[config.mk]
export PLATFORM = sky130hd
export DESIGN_NAME = greedy_deadline_job_scheduler_unit
export DESIGN_NICKNAME = d
export VERILOG_FILES = /design/src/design/gdjs_pkg.sv /design/src/design/gdjs_ram.sv /design/src/design/greedy_deadline_job_scheduler_unit.sv
export SDC_FILE = /design/constraint.sdc
export NUM_CORES = 1
export LEC_CHECK = 0
export BUFFER_PORTS_ARGS = -buffer_cell sky130_fd_sc_hd__buf_2
export CAP_MARGIN = 10
export CORE_ASPECT_RATIO = 0.5
export CORE_MARGIN = 5
export CORE_UTILIZATION = 42
export DETAILED_ROUTE_END_ITERATION = 10
export GPL_TIMING_DRIVEN = 0
export HOLD_SLACK_MARGIN = 0.02
export PLACE_DENSITY = 0.63
export SLEW_MARGIN = 20
export SYNTH_ARGS = -nofsm -noshare
export SYNTH_HDL_FRONTEND = slang
export SYNTH_HIERARCHICAL = 1
export SYNTH_SLANG_ARGS = --single-unit
[constraint.sdc]
create_clock -name clk -period 4.9 [get_ports clk]
set_input_delay 0.735 -clock clk [delete_from_list [all_inputs] [get_ports clk]]
set_output_delay 0.735 -clock clk [all_outputs]
set_load 0.02 [all_outputs]
[src/design/gdjs_pkg.sv]
// Shared constants and types for the deadline job scheduler.
package gdjs_pkg;
  localparam int MAX_JOBS     = 16;
  localparam int MAX_DEADLINE = 16;
  localparam int IW = $clog2(MAX_JOBS);
  localparam int SW = $clog2(MAX_DEADLINE);
  localparam int CW = $clog2(MAX_JOBS + 1);
  localparam logic [19:0] SUM_MAX = 20'hFFFFF;

  typedef struct packed {
    logic [15:0]   profit;
    logic [4:0]    deadline;
    logic [IW-1:0] origin;
  } job_t;

  typedef enum logic [2:0] {
    ST_LOAD, ST_SHIFT, ST_PLACE, ST_EMIT_RD, ST_EMIT, ST_TOTAL
  } state_t;
endpackage

[src/design/gdjs_ram.sv]
// Generic one-write, one-read synchronous RAM with registered read data.
module gdjs_ram #(
  parameter int W = 8,
  parameter int D = 16
) (
  input  logic                 clk,
  input  logic                 we,
  input  logic [$clog2(D)-1:0] waddr,
  input  logic [W-1:0]         wdata,
  input  logic [$clog2(D)-1:0] raddr,
  output logic [W-1:0]         rdata
);
  logic [W-1:0] mem [D];
  always_ff @(posedge clk) begin
    if (we) mem[waddr] <= wdata;
    rdata <= mem[raddr];
  end
endmodule

[src/design/greedy_deadline_job_scheduler_unit.sv]
// Top level of the greedy deadline job scheduler.
// Input channel: profit, deadline, last_job beats with valid/ready.
// Jobs are kept in a profit-descending job RAM. Each new job is inserted by
// shifting lower-profit entries up one at a time, one RAM read and one write
// per cycle. The next job is taken only once the insertion is done.
// After the beat with last_job, the jobs are placed in RAM order. Per job
// there is a read step, a step that loads the search pointer, then one
// probe per slot downward from the deadline. A zero-deadline job skips the
// search after its read. A final step ends placement.
// Results then stream out in slot order. Each of the MAX_DEADLINE slots
// goes through an owner lookup with job RAM read, then an emit, and gives a
// beat only when the slot is filled. The total beat with last_result
// follows.
// The output register holds its beat while the receiver stalls, and the
// walk waits for it. No new input is taken until the total beat has gone.
// Slot occupancy uses reset-cleared flags, so reset needs no clearing pass.
// Synchronous active-high rst returns the block to loading.
module greedy_deadline_job_scheduler_unit (
  input  logic        clk,
  input  logic        rst,
  input  logic        in_valid,
  output logic        in_ready,
  input  logic [15:0] profit,
  input  logic [4:0]  deadline,
  input  logic        last_job,
  output logic        out_valid,
  input  logic        out_ready,
  output logic        is_total,
  output logic [4:0]  slot,
  output logic [4:0]  job_number,
  output logic [4:0]  job_deadline,
  output logic [19:0] total_profit,
  output logic        overflow,
  output logic        last_result
);
  import gdjs_pkg::*;

  state_t state, state_next;
  logic [CW-1:0] count;       // held jobs
  logic [CW-1:0] k;           // insert hole / place index
  logic [SW:0]   s;           // slot search pointer, one-based; zero-based slot index while emitting
  logic [MAX_DEADLINE-1:0] used;
  logic [IW-1:0] owner [MAX_DEADLINE];
  logic [19:0]   sum;
  logic          dropped, pend_last, rd_ok;
  job_t          newj, rd_job, wr_job;
  logic          we;
  logic [IW-1:0] waddr, raddr;
  logic [4:0]    dsat;
  logic          emit_fire;   // output register loads a beat this cycle

  assign dsat = (deadline > 5'(MAX_DEADLINE)) ? 5'(MAX_DEADLINE) : deadline;

  assign emit_fire = (!out_valid || out_ready) &&
                     ((state == ST_EMIT && used[s[SW-1:0]]) || state == ST_TOTAL);

  gdjs_ram #(.W($bits(job_t)), .D(MAX_JOBS)) u_jobs (
    .clk(clk), .we(we), .waddr(waddr), .wdata(wr_job),
    .raddr(raddr), .rdata(rd_job)
  );

  assign in_ready = (state == ST_LOAD) && !out_valid;

  // RAM address and write control, and next-state logic
  always_comb begin
    we = 1'b0; waddr = k[IW-1:0]; wr_job = newj; raddr = k[IW-1:0];
    state_next = state;
    case (state)
      ST_LOAD:  if (in_valid && in_ready) begin
        raddr = IW'(count - 1'b1);
        if (count == CW'(MAX_JOBS)) state_next = last_job ? ST_PLACE : ST_LOAD;
        else state_next = ST_SHIFT;
      end
      ST_SHIFT: begin
        // rd_job holds entry k-1 when rd_ok
        if (rd_ok && rd_job.profit < newj.profit) begin
          we = 1'b1; wr_job = rd_job;
          raddr = IW'(k - 2'd2);
        end else begin
          we = 1'b1; wr_job = newj;
          state_next = pend_last ? ST_PLACE : ST_LOAD;
        end
      end
      ST_PLACE: begin
        if (k >= count) state_next = ST_EMIT_RD;
      end
      ST_EMIT_RD: begin
        raddr = owner[s[SW-1:0]];
        state_next = (s == (SW+1)'(MAX_DEADLINE)) ? ST_TOTAL : ST_EMIT;
      end
      ST_EMIT: begin
        // keep the owner's entry on the read port while the output stalls
        raddr = owner[s[SW-1:0]];
        if (!out_valid || out_ready) state_next = ST_EMIT_RD;
      end
      ST_TOTAL: if (!out_valid || out_ready) state_next = ST_LOAD;
      default: state_next = ST_LOAD;
    endcase
  end

  // registered state; in placement rd_ok marks job k read, with s cleared
  always_ff @(posedge clk) begin
    if (rst) begin
      state <= ST_LOAD; count <= '0; used <= '0; sum <= '0; dropped <= 1'b0;
      out_valid <= 1'b0; rd_ok <= 1'b0; k <= '0; s <= '0; pend_last <= 1'b0;
    end else begin
      state <= state_next;
      if (out_valid && out_ready && !emit_fire) out_valid <= 1'b0;
      case (state)
        ST_LOAD: if (in_valid && in_ready) begin
          pend_last <= last_job;
          newj <= '{profit: profit, deadline: dsat, origin: count[IW-1:0]};
          if (count == CW'(MAX_JOBS)) begin
            dropped <= 1'b1; k <= '0; rd_ok <= 1'b0;
          end else begin
            count <= count + 1'b1;
            k <= count;
            rd_ok <= (count != '0);
          end
        end
        ST_SHIFT: begin
          if (rd_ok && rd_job.profit < newj.profit) begin
            k <= k - 1'b1;
            rd_ok <= (k > CW'(1));
          end else begin
            k <= '0; rd_ok <= 1'b0;
          end
        end
        ST_PLACE: begin
          if (k < count) begin
            if (!rd_ok) begin
              rd_ok <= 1'b1;  // read of job k issued this cycle
              s <= '0;
            end else if (s == '0 && !rd_job.deadline[4] && rd_job.deadline == 5'd0) begin
              k <= k + 1'b1; rd_ok <= 1'b0;
            end else begin
              if (s == '0) s <= (SW+1)'(rd_job.deadline);
              else if (!used[s[SW-1:0] - 1'b1]) begin
                used[s[SW-1:0] - 1'b1] <= 1'b1;
                owner[s[SW-1:0] - 1'b1] <= k[IW-1:0];
                sum <= ({1'b0, sum} + 21'(rd_job.profit) > 21'(SUM_MAX))
                       ? SUM_MAX : sum + 20'(rd_job.profit);
                k <= k + 1'b1; rd_ok <= 1'b0;
              end else if (s == (SW+1)'(1)) begin
                k <= k + 1'b1; rd_ok <= 1'b0;
              end else s <= s - 1'b1;
            end
          end else begin
            s <= '0;
          end
        end
        ST_EMIT_RD: ;
        ST_EMIT: if (!out_valid || out_ready) begin
          if (used[s[SW-1:0]]) begin
            out_valid <= 1'b1; is_total <= 1'b0; last_result <= 1'b0;
            slot <= 5'(s + 1'b1); job_number <= 5'(rd_job.origin) + 5'd1;
            job_deadline <= rd_job.deadline; total_profit <= '0;
            overflow <= dropped;
          end
          s <= s + 1'b1;
        end
        ST_TOTAL: if (!out_valid || out_ready) begin
          out_valid <= 1'b1; is_total <= 1'b1; last_result <= 1'b1;
          slot <= '0; job_number <= '0; job_deadline <= '0;
          total_profit <= sum; overflow <= dropped;
          count <= '0; used <= '0; sum <= '0; dropped <= 1'b0; k <= '0;
        end
        default: ;
      endcase
    end
  end

`ifndef ASSERT_OFF
  a_no_in_busy: assert property (@(posedge clk) disable iff (rst)
    state != ST_LOAD |-> !in_ready) else $error("input taken while busy");
  a_count_max: assert property (@(posedge clk) disable iff (rst)
    count <= CW'(MAX_JOBS)) else $error("job count overrun");
  a_total_last: assert property (@(posedge clk) disable iff (rst)
    out_valid |-> (is_total == last_result)) else $error("total flag mismatch");
`endif
endmodule

; Word-level counts from Yosys, hierarchy flattened
; Memory sizes are Yosys's and may differ from the RTL's. A register that Yosys moved wholly into a read port is not among the register bits.
; Index checks and enable logic that the tools add are counted.
[op_classes]
div_mod_pow = 0
n_mux = 111
n_mul = 0
n_lt_le_gt_ge = 9
eq_ne = 26
shift = 0
addsub = 11
n_bitwise = 2
n_reduce_logical = 36
[op_table]
columns = op, n
row1 = $mux W20, 10
row2 = $mux W5, 25
row3 = $mux W16, 6
row4 = $pmux W20 S2, 2
row5 = $mux W25, 2
row6 = $pmux W5 S2, 5
row7 = $mux W1, 37
row8 = $pmux W16 S2, 1
row9 = $add A20 B16 Y21, 1
row10 = $gt A21 B20 Y1 const B, 1
row11 = $add A20 B16 Y20, 1
row12 = $pmux W5 S4, 1
row13 = $pmux W3 S6, 1
row14 = $lt A16 B16 Y1, 1
row15 = $mux W4, 4
row16 = $ne A2 B2 Y1 const B, 8
row17 = $or A16 B16 Y16, 1
row18 = $add A5 B1 Y5 const B, 3
row19 = $mux W3, 5
row20 = $reduce_and A5 Y1, 3
row21 = $reduce_and A7 Y1, 2
row22 = $pmux W4 S3, 1
row23 = $eq A5 B5 Y1 const B, 2
row24 = $logic_and A1 B1 Y1, 10
row25 = 36 further kinds, 62
[word_totals]
memories = 2
latch_bits = 0
mem_bits_ro = 0
elab_cells = 216
mem_bits_rw = 464
output_inout_bits = 40
reg_bits = 120
[memory_table]
columns = name, words, word_bits, read_ports, rd_clocked_by_memory_dff, wr, line
row1 = u_jobs.mem, 16, 25, 1, 1, 1, gdjs_ram.sv:13  ; logic [W-1:0] mem [D];
row2 = owner, 16, 4, 1, 1, 1, greedy_deadline_job_scheduler_unit.sv:43  ; logic [IW-1:0] owner [MAX_DEADLINE];

; Logic depth before layout (Yosys ltp)
; Gate-level depths: netlist of the first run.
[depth]
depth_word = 12
mapped_depth = 14
ltp_nobuf = 12

; Modules after synthesis
; The synthesis of the first run kept the hierarchy.
[modules_own_cells]
columns = module, n_inst, cells_per_inst, area_per_inst_um2
row1 = gdjs_ram, 1, 660, 15551.2
row2 = greedy_deadline_job_scheduler_unit, 1, 869, 9894.5

; Worst setup path before layout of the first run
; OpenSTA, ideal clock, no wires.
[synth_path]
path_kind = register to register
startpoint = register s[0]
endpoint = register job_deadline[0] (enable)
setup_slack_ns = 0.674
period_less_slack_ns = 4.226
stages_incl_launch_ff = 6
arrival_ns = 3.748
t_required_ns = 4.423
path_cell_list = dfxtp_1 buf_6 mux4_2 mux4_2 a21oi_1 nor3_1
[synth_between]
elab_chain_len = 4
[synth_rtl]
columns = item, line
row1 = from (decl), greedy_deadline_job_scheduler_unit.sv:41  ; logic [SW:0] s;
row2 = from (signal assigned), greedy_deadline_job_scheduler_unit.sv:137  ; if (s == '0) s <= (SW+1)'(rd_job.deadline);
row3 = from (signal assigned), greedy_deadline_job_scheduler_unit.sv:146  ; end else s <= s - 1'b1;
row4 = from (signal assigned), greedy_deadline_job_scheduler_unit.sv:160  ; s <= s + 1'b1;
row5 = $bmux W1 S4, greedy_deadline_job_scheduler_unit.sv:154  ; if (used[s[SW-1:0]]) begin
row6 = $mux W1 (not written as such), greedy_deadline_job_scheduler_unit.sv:154
row7 = $ne A2 B1 Y1 (no line), -
row8 = $reduce_and A5 Y1 (no line), -
row9 = to (signal assigned), greedy_deadline_job_scheduler_unit.sv:157  ; job_deadline <= rd_job.deadline; total_profit <= '0;
row10 = to (signal assigned), greedy_deadline_job_scheduler_unit.sv:164  ; slot <= '0; job_number <= '0; job_deadline <= '0;
row11 = to (decl), greedy_deadline_job_scheduler_unit.sv:31  ; output logic [4:0] job_deadline,
; Every way passes these cells. The select of a mux whose other input is x is not followed.
; A chain may end at the register's enable or synchronous reset.

; Final worst setup path of the first run
[layout_path]
startpoint = register u_jobs.rdata[13] (read register of u_jobs.mem)
endpoint = register u_jobs.rdata[22] (read register of u_jobs.mem)
[layout_between]
elab_chain_len = 4
[layout_rtl]
columns = item, line
row1 = from (decl), gdjs_ram.sv:11  ; output logic [W-1:0] rdata
row2 = $lt A16 B16 Y1, greedy_deadline_job_scheduler_unit.sv:76  ; if (rd_ok && rd_job.profit < newj.profit) begin
row3 = $logic_and A1 B1 Y1, greedy_deadline_job_scheduler_unit.sv:76
row4 = $mux W4, greedy_deadline_job_scheduler_unit.sv:76
row5 = $pmux W4 S3, greedy_deadline_job_scheduler_unit.sv:68  ; case (state)
row6 = via raddr[1], greedy_deadline_job_scheduler_unit.sv:48  ; logic [IW-1:0] waddr, raddr;
; The timed path passes the listed nets, and every way through them passes these cells.

==> results.yml, run 1 <==
run_status:
  status: "finished, final reports clean"
synth:
  yosys-top-cells-count: "edfxtp_1 (526), mux4_2 (129), dfxtp_1 (87)"
  yosys.area.top_type_share: 0.621
  synth.most_common_cell: "edfxtp_1"
  ys_ff_latch: 613
  ys_seq_area_frac: 0.689
  synthDistinctLibCells: 73
  synthArstFlopShare: 0
  netlist_instances: 1529
  yosys.area.top_type: "edfxtp_1"
  synth_area_um2: 25400
  ys_warn_count: 6
  ys.flop_type: "edfxtp_1"
  synth_edf_count: 526
  avgSynthCellArea_um2: 16.6
  syn-num-nets: 1605
  netlist_top_cells_area: "edfxtp_1 (62%), mux4_2 (11%), dfxtp_1 (6.8%)"
global_routing:
  grt_overflow_total: 0
  groute.usage.overall: 0.183
  grt_first_pass_wirelength_um: 91100
  grt_max_degree: 31
  antenna_found_initial: 0
  grt_pass1_vias: 14600
die:
  fp-row-count: 63
  die_w_um: 358
  io_pins: 66
  die_h_um: 184
  coreArea_um2: 59600
  dieArea_um2: 65900
  start_util: 0.427
finish:
  stdcell_count: 2541
  nets: 1758
  fillers: 4965
  drive_above_1_share: 0.227
  regArea_um2: 17500
  multiInputGateArea_um2: 7490
  synthToLayoutAreaGrowth_pct: 14.5
timing:
  fin_setup_tns_ns: 0
  finalHoldViolations: 0
  slew_violations: 0
  finClkSkew_ns: 0.0329
  post-route-period-util: 0.925
  max_clock_freq_mhz: 221
  rsz0062_at_grt: "false"
  min_period_ns: 4.53
  tightest_slew_ns: 1.03
  slew_headroom: 0.315
  finalSetupViolations: 0
route:
  postRouteAntennaNets: 0
  routedWlPerCell_um: 23.6
  drtIter0Drc: 1392
  vias_per_cell: 5.64
  drc: 0
  dr.pass1.iters: 6
  routed_wl_um: 59900
  vias: 14300
clock_network:
  cts_hold_buf: 0
  clock_latency_ns: 0.61
  numCtsBuffers: 54
  cts_buffer_depth: 3
  tritoncts: "yes"
  cts-root-buf: "clkbuf_16"
  ctsHtreeMaxLevel: 2
  clock-sinks: 613
  cts_setup_buffers: 0
  cts_resized: 1
  cts.clk_slew.worst_paths_ns: 0.07
pwr:
  ir_drop_uv: 276
  p_leak_nw: 9.80
  power_density_nw_per_um2: 468
worst_setup_path:
  path_class: "reg2reg"
  end_kind: "register"
  cp_top_family: "compound AO/OA/AOI/OAI gates"
  crit_fanout: 10
  critPathMaxStageDelay_ns: 0.79
  critical_path.startpoint_type: "register"
  required_ns: 5.36
  arrival_ns: 5.00
  path_buf_inv: 2
  cp_slowest_cell: "clkbuf_1"
  cpMostUsedCell: "o21ai_0"
  crit_path_cell_trace: "ha_1, and4_1, and2_1, a2111oi_0, o21ai_0, a21oi_1, xnor2_1, o21ai_0, buf_2, clkbuf_1, mux4_2, a22oi_1, nand2_1"
place:
  finalWeightedCongestion: 0.879
  post-dp-hpwl_um: 41100
  port_buffers: 65
  dp_cells: 2439
hold_path:
  hp-class: "in2reg"
flow_run:
  drv_cap: 0
## worst reg2reg max path, cell delays in order, from the launching register on
cell       delay (ns)
dfxtp_1          0.52
ha_1             0.30
and4_1           0.20
and2_1           0.17
a2111oi_0        0.39
o21ai_0          0.34
a21oi_1          0.36
xnor2_1          0.11
o21ai_0          0.16
buf_2            0.33
clkbuf_1         0.79
mux4_2           0.42
a22oi_1          0.22
nand2_1          0.09
## cell usage in the layout (no fill, tap or decap), types with 26 or more instances in the layout
cell type	count
edfxtp_1	526
mux4_2	129
dfxtp_1	84
nand2_1	81
buf_2	68
nor2_1	65
clkbuf_1	55
clkbuf_16	55
a21oi_1	54
a22oi_1	54
ha_1	49
o21ai_0	47
inv_1	46
and3_1	27
mux2_2	26
## state kept, by name, indices dropped and copies added, names as in the netlist, named ones only
signal / count
u_jobs/mem: 400
owner: 64
newj: 25
u_jobs/rdata: 25
sum: 20
total_profit: 20
used: 16
count: 5
job_deadline: 5
job_number: 5
k: 5
s: 5
slot: 5
state: 3
dropped: 1
last_result: 1
out_valid: 1
overflow: 1
pend_last: 1
rd_ok: 1
## report_power, final
| group | switching, mW | leakage (nW) | total [mW] | internal [mW] |
|---|---|---|---|---|
| combinational | 1.83 | 3.55 | 3.16 | 1.33 |
| sequential | 0.319 | 5.44 | 6.40 | 6.09 |
| clock | 1.90 | 0.804 | 4.06 | 2.16 |
## layout make-up
| class | instances | area share |
|---|---|---|
| Clock inverter | 29 | 0.00765 |
| Multi-Input combinational cell | 794 | 0.257 |
| Timing Repair Buffer | 98 | 0.0293 |
| Buffer | 75 | 0.0129 |
| Clock buffer | 73 | 0.0499 |
| Sequential cell | 613 | 0.602 |
| Tap cell | 812 | 0.0349 |
| Antenna cell | 1 | 0.0000859 |
| Inverter | 46 | 0.00593 |
## per-layer routing
metal  wire (um)  vias up  track usage
met2       27500      480        0.289
met3        4480      110       0.0399
met5           0        -            0
li1            -     6396            -
met4        1420        0       0.0450
met1       26500     7337        0.262
## worst paths after layout
kind | start | end | slack, ns | cells after the start
max | u_jobs/rdata[13] | u_jobs/rdata[22] | 0.37 | 13
min | profit[0] | newj[9] | 0.30 | 1
max reg2reg | u_jobs/rdata[13] | u_jobs/rdata[22] | 0.37 | 13
min reg2reg | dropped | overflow | 0.46 | 0
## per-stage QoR
step	setup slack, ns	total power, mW	utilization	area (um^2)	hold slack (ns)
after detailed placement	-0.0435	9.65	0.460	27400	0.436
after global routing	0.0225	14.3	0.489	29100	0.275
final	0.367	13.6	0.489	29100	0.304
after CTS	0.163	13.7	0.489	29100	0.273
after floorplan	0.674	8.55	-	25400	0.409
after global placement	-1.10	9.57	0.450	26800	0.437
## cell families (layout without fill, tap and decap cells)
kind of cell | count (synthesis) | count (layout) | synth area share
xor+xnor | 29 | 29 | 0.00998
flops | 613 | 613 | 0.689
compound gates | 250 | 250 | 0.0661
simple gates | 308 | 308 | 0.0613
mux | 157 | 157 | 0.127
other cells | 0 | 1 | 0
fa+ha+maj | 50 | 50 | 0.0249
buf+inv | 122 | 321 | 0.0214
(Power assumes the default switching activity.)
==> run 2, diff against run 1 <==
--- a/config.mk
+++ b/config.mk
@@ -11,3 +11,3 @@
 export CORE_MARGIN = 5
-export CORE_UTILIZATION = 42
+export CORE_UTILIZATION = 43
 export DETAILED_ROUTE_END_ITERATION = 10
@@ -15,3 +15,4 @@
 export HOLD_SLACK_MARGIN = 0.02
-export PLACE_DENSITY = 0.63
+export PLACE_DENSITY = 0.64
+export RECOVER_POWER = 25
 export SLEW_MARGIN = 20
--- a/constraint.sdc
+++ b/constraint.sdc
@@ -3,2 +3,2 @@
 set_output_delay 0.735 -clock clk [all_outputs]
-set_load 0.02 [all_outputs]
+set_load 0.05 [all_outputs]
==> results.yml, run 2 (synthesis gave the netlist of run 1 again) <==
run_status:
  status: "finished, final reports clean"
worst_setup_path:
  critical_path.startpoint_type: "register"
  path_class: "reg2reg"
  arrival_ns: 5.25
  worstRegToRegCells: 13
  crit_fanout: 10
  timing.rr.end: "u_jobs/rdata[4]"
  crit_path_cell_trace: "ha_1, and4_1, and2_1, a2111oi_0, o21ai_0, a21oi_1, mux2_2, o21ai_0, and2_1, buf_1, clkbuf_1, a22oi_1, nand2_1"
  critPathMaxStageDelay_ns: 0.55
  required_ns: 5.41
  end_kind: "register"
  cp_slowest_cell: "clkbuf_1"
  r2r_slack_ns: 0.16
  regToRegStartpoint: "u_jobs/rdata[13]"
clock_network:
  cts.clk_slew.worst_paths_ns: 0.07
  ctsHtreeMaxLevel: 2
  cts-root-buf: "clkbuf_16"
  tritoncts: "yes"
  numCtsBuffers: 54
  cts_setup_buffers: 0
  cts_buffer_depth: 3
  clock_latency_ns: 0.62
  clock-sinks: 613
route:
  routed_wl_um: 58600
  drc: 0
  routedWlPerCell_um: 23.4
  postRouteAntennaNets: 0
  dr.pass1.iters: 5
  drtIter0Drc: 1581
  vias: 14300
  vias_per_cell: 5.72
pwr:
  p_leak_nw: 9.80
  sw_frac_of_total: 0.291
  p_seq_frac: 0.468
  ir_drop_uv: 317
  power_density_nw_per_um2: 470
  p_comb_frac: 0.230
  power_mw: 13.7
  p_int_mw: 9.70
  p_switching_mw: 3.98
  clkPwrFrac: 0.302
hold_path:
  hold_end: "newj[13]"
  hold_start: "profit[4]"
  hold_depth: 1
  hp-class: "in2reg"
timing:
  slew_violations: 0
  fin_ws_ns: 0.159
  tightest_slew_ns: 1.25
  finClkSkew_ns: 0.0360
  post-route-period-util: 0.968
  finalSetupViolations: 0
  min_period_ns: 4.74
  rsz0062_at_grt: "true"
  finalHoldViolations: 0
  max_clock_freq_mhz: 211
  slew_headroom: 0.163
die:
  io_pins: 66
  die_w_um: 354
  fp-row-count: 63
  dieArea_um2: 64400
  coreArea_um2: 58900
  start_util: 0.432
  die_h_um: 182
global_routing:
  groute.usage.overall: 0.180
  grt_first_pass_wirelength_um: 88200
  grt_overflow_total: 0
  grt_max_degree: 31
  antenna_found_initial: 2
  grt_pass1_vias: 14500
finish:
  regMostFlops: "u_jobs/mem"
  final_common_cell: "edfxtp_1"
  num_antenna_cells: 0
  synthToLayoutAreaGrowth_pct: 14.3
  fillers: 4818
  drive_above_1_share: 0.220
  nets: 1756
  final_cell_mix: "edfxtp_1 (526), mux4_2 (129), dfxtp_1 (87), nand2_1 (81), buf_2 (67)"
  fin_area_um2: 29100
  largest_register_ff_count: 400
place:
  finalWeightedCongestion: 0.922
  post_dp_cell_area_um2: 27400
  place_ws_ns: 0.0927
  post-dp-hpwl_um: 40100
  port_buffers: 65
flow_run:
  drv_cap: 0
run 2: cell count changes in the layout (fill, tap and decap cells not counted), moves of 2 or more:
| cell | previous run | this run |
|---|---|---|
| clkinv_1 | 9 | 12 |
| dfxtp_1 | 84 | 87 |
| buf_6 | 12 | 10 |
| bufinv_16 | 1 | 4 |
| inv_6 | 2 | 0 |
| clkinvlp_4 | 5 | 1 |
| dfxtp_2 | 3 | 0 |
| clkbuf_2 | 6 | 4 |
run 2: layer usage:
| metal | global-route usage | share of wire | routed length, um | vias to the layer above |
|---|---|---|---|---|
| li1 | - | - | - | 6385 |
| met1 | 0.257 | 0.44 | 25700 | 7346 |
| met2 | 0.287 | 0.47 | 27500 | 485 |
| met3 | 0.0346 | 0.070 | 4100 | 92 |
| met4 | 0.0467 | 0.023 | 1360 | 0 |
| met5 | 0 | 0 | 0 | - |
run 2: through the flow:
step / instances / TNS (ns) / hold WS, ns / utilization
finish: 2502 / 0 / 0.295 / 0.494
global route: 2502 / -0.108 / 0.277 / 0.494
CTS: 2502 / 0 / 0.269 / 0.494
detailed placement: 2404 / 0 / 0.439 / 0.465
global placement: 2374 / -101.77 / 0.438 / 0.454
floorplan: 1529 / 0 / 0.409 / -
run 2: power groups by stage:
stage               combinational (mW)  clock [mW]  sequential [mW]
global route                      3.41        4.44             6.43
detailed placement                3.13           0             6.51
floorplan                         2.24           0             6.32
global placement                  3.03           0             6.51
finish                            3.14        4.13             6.40
CTS                               3.14        4.21             6.39
run 2: worst max-delay path, delay by kind of cell, from the launching register on:
kind	cells	cell delay (ns)
compound gates	5	1.74
fa+ha+maj	1	0.30
buf+inv	2	0.93
flops	1	0.51
mux	1	0.37
simple gates	4	0.77
run 2: layout make-up:
type | count | area, um^2 | share of cell area
Sequential cell | 613 | 17500 | 0.603
Buffer | 76 | 383 | 0.0132
Multi-Input combinational cell | 794 | 7490 | 0.257
Tap cell | 780 | 976 | 0.0336
Timing Repair Buffer | 95 | 821 | 0.0282
Clock inverter | 28 | 278 | 0.00955
Clock buffer | 70 | 1430 | 0.0492
Inverter | 46 | 173 | 0.00594
run 2: worst max path at each step:
stage	startpoint	endpoint	depth (start not counted)
floorplan	s[0]	job_deadline[0]	5
global placement	state[0]	total_profit[4]	4
detailed placement	register	u_jobs/rdata[4]	10
CTS	register	u_jobs/rdata[4]	10
global route	u_jobs/rdata[13]	u_jobs/rdata[4]	13
finish	u_jobs/rdata[13]	u_jobs/rdata[4]	13
run 2: repair_timing:
action,CTS,global route
endpoints found under the setup margin,0,21
hold buffers,0,0
gates resized for setup,0,9
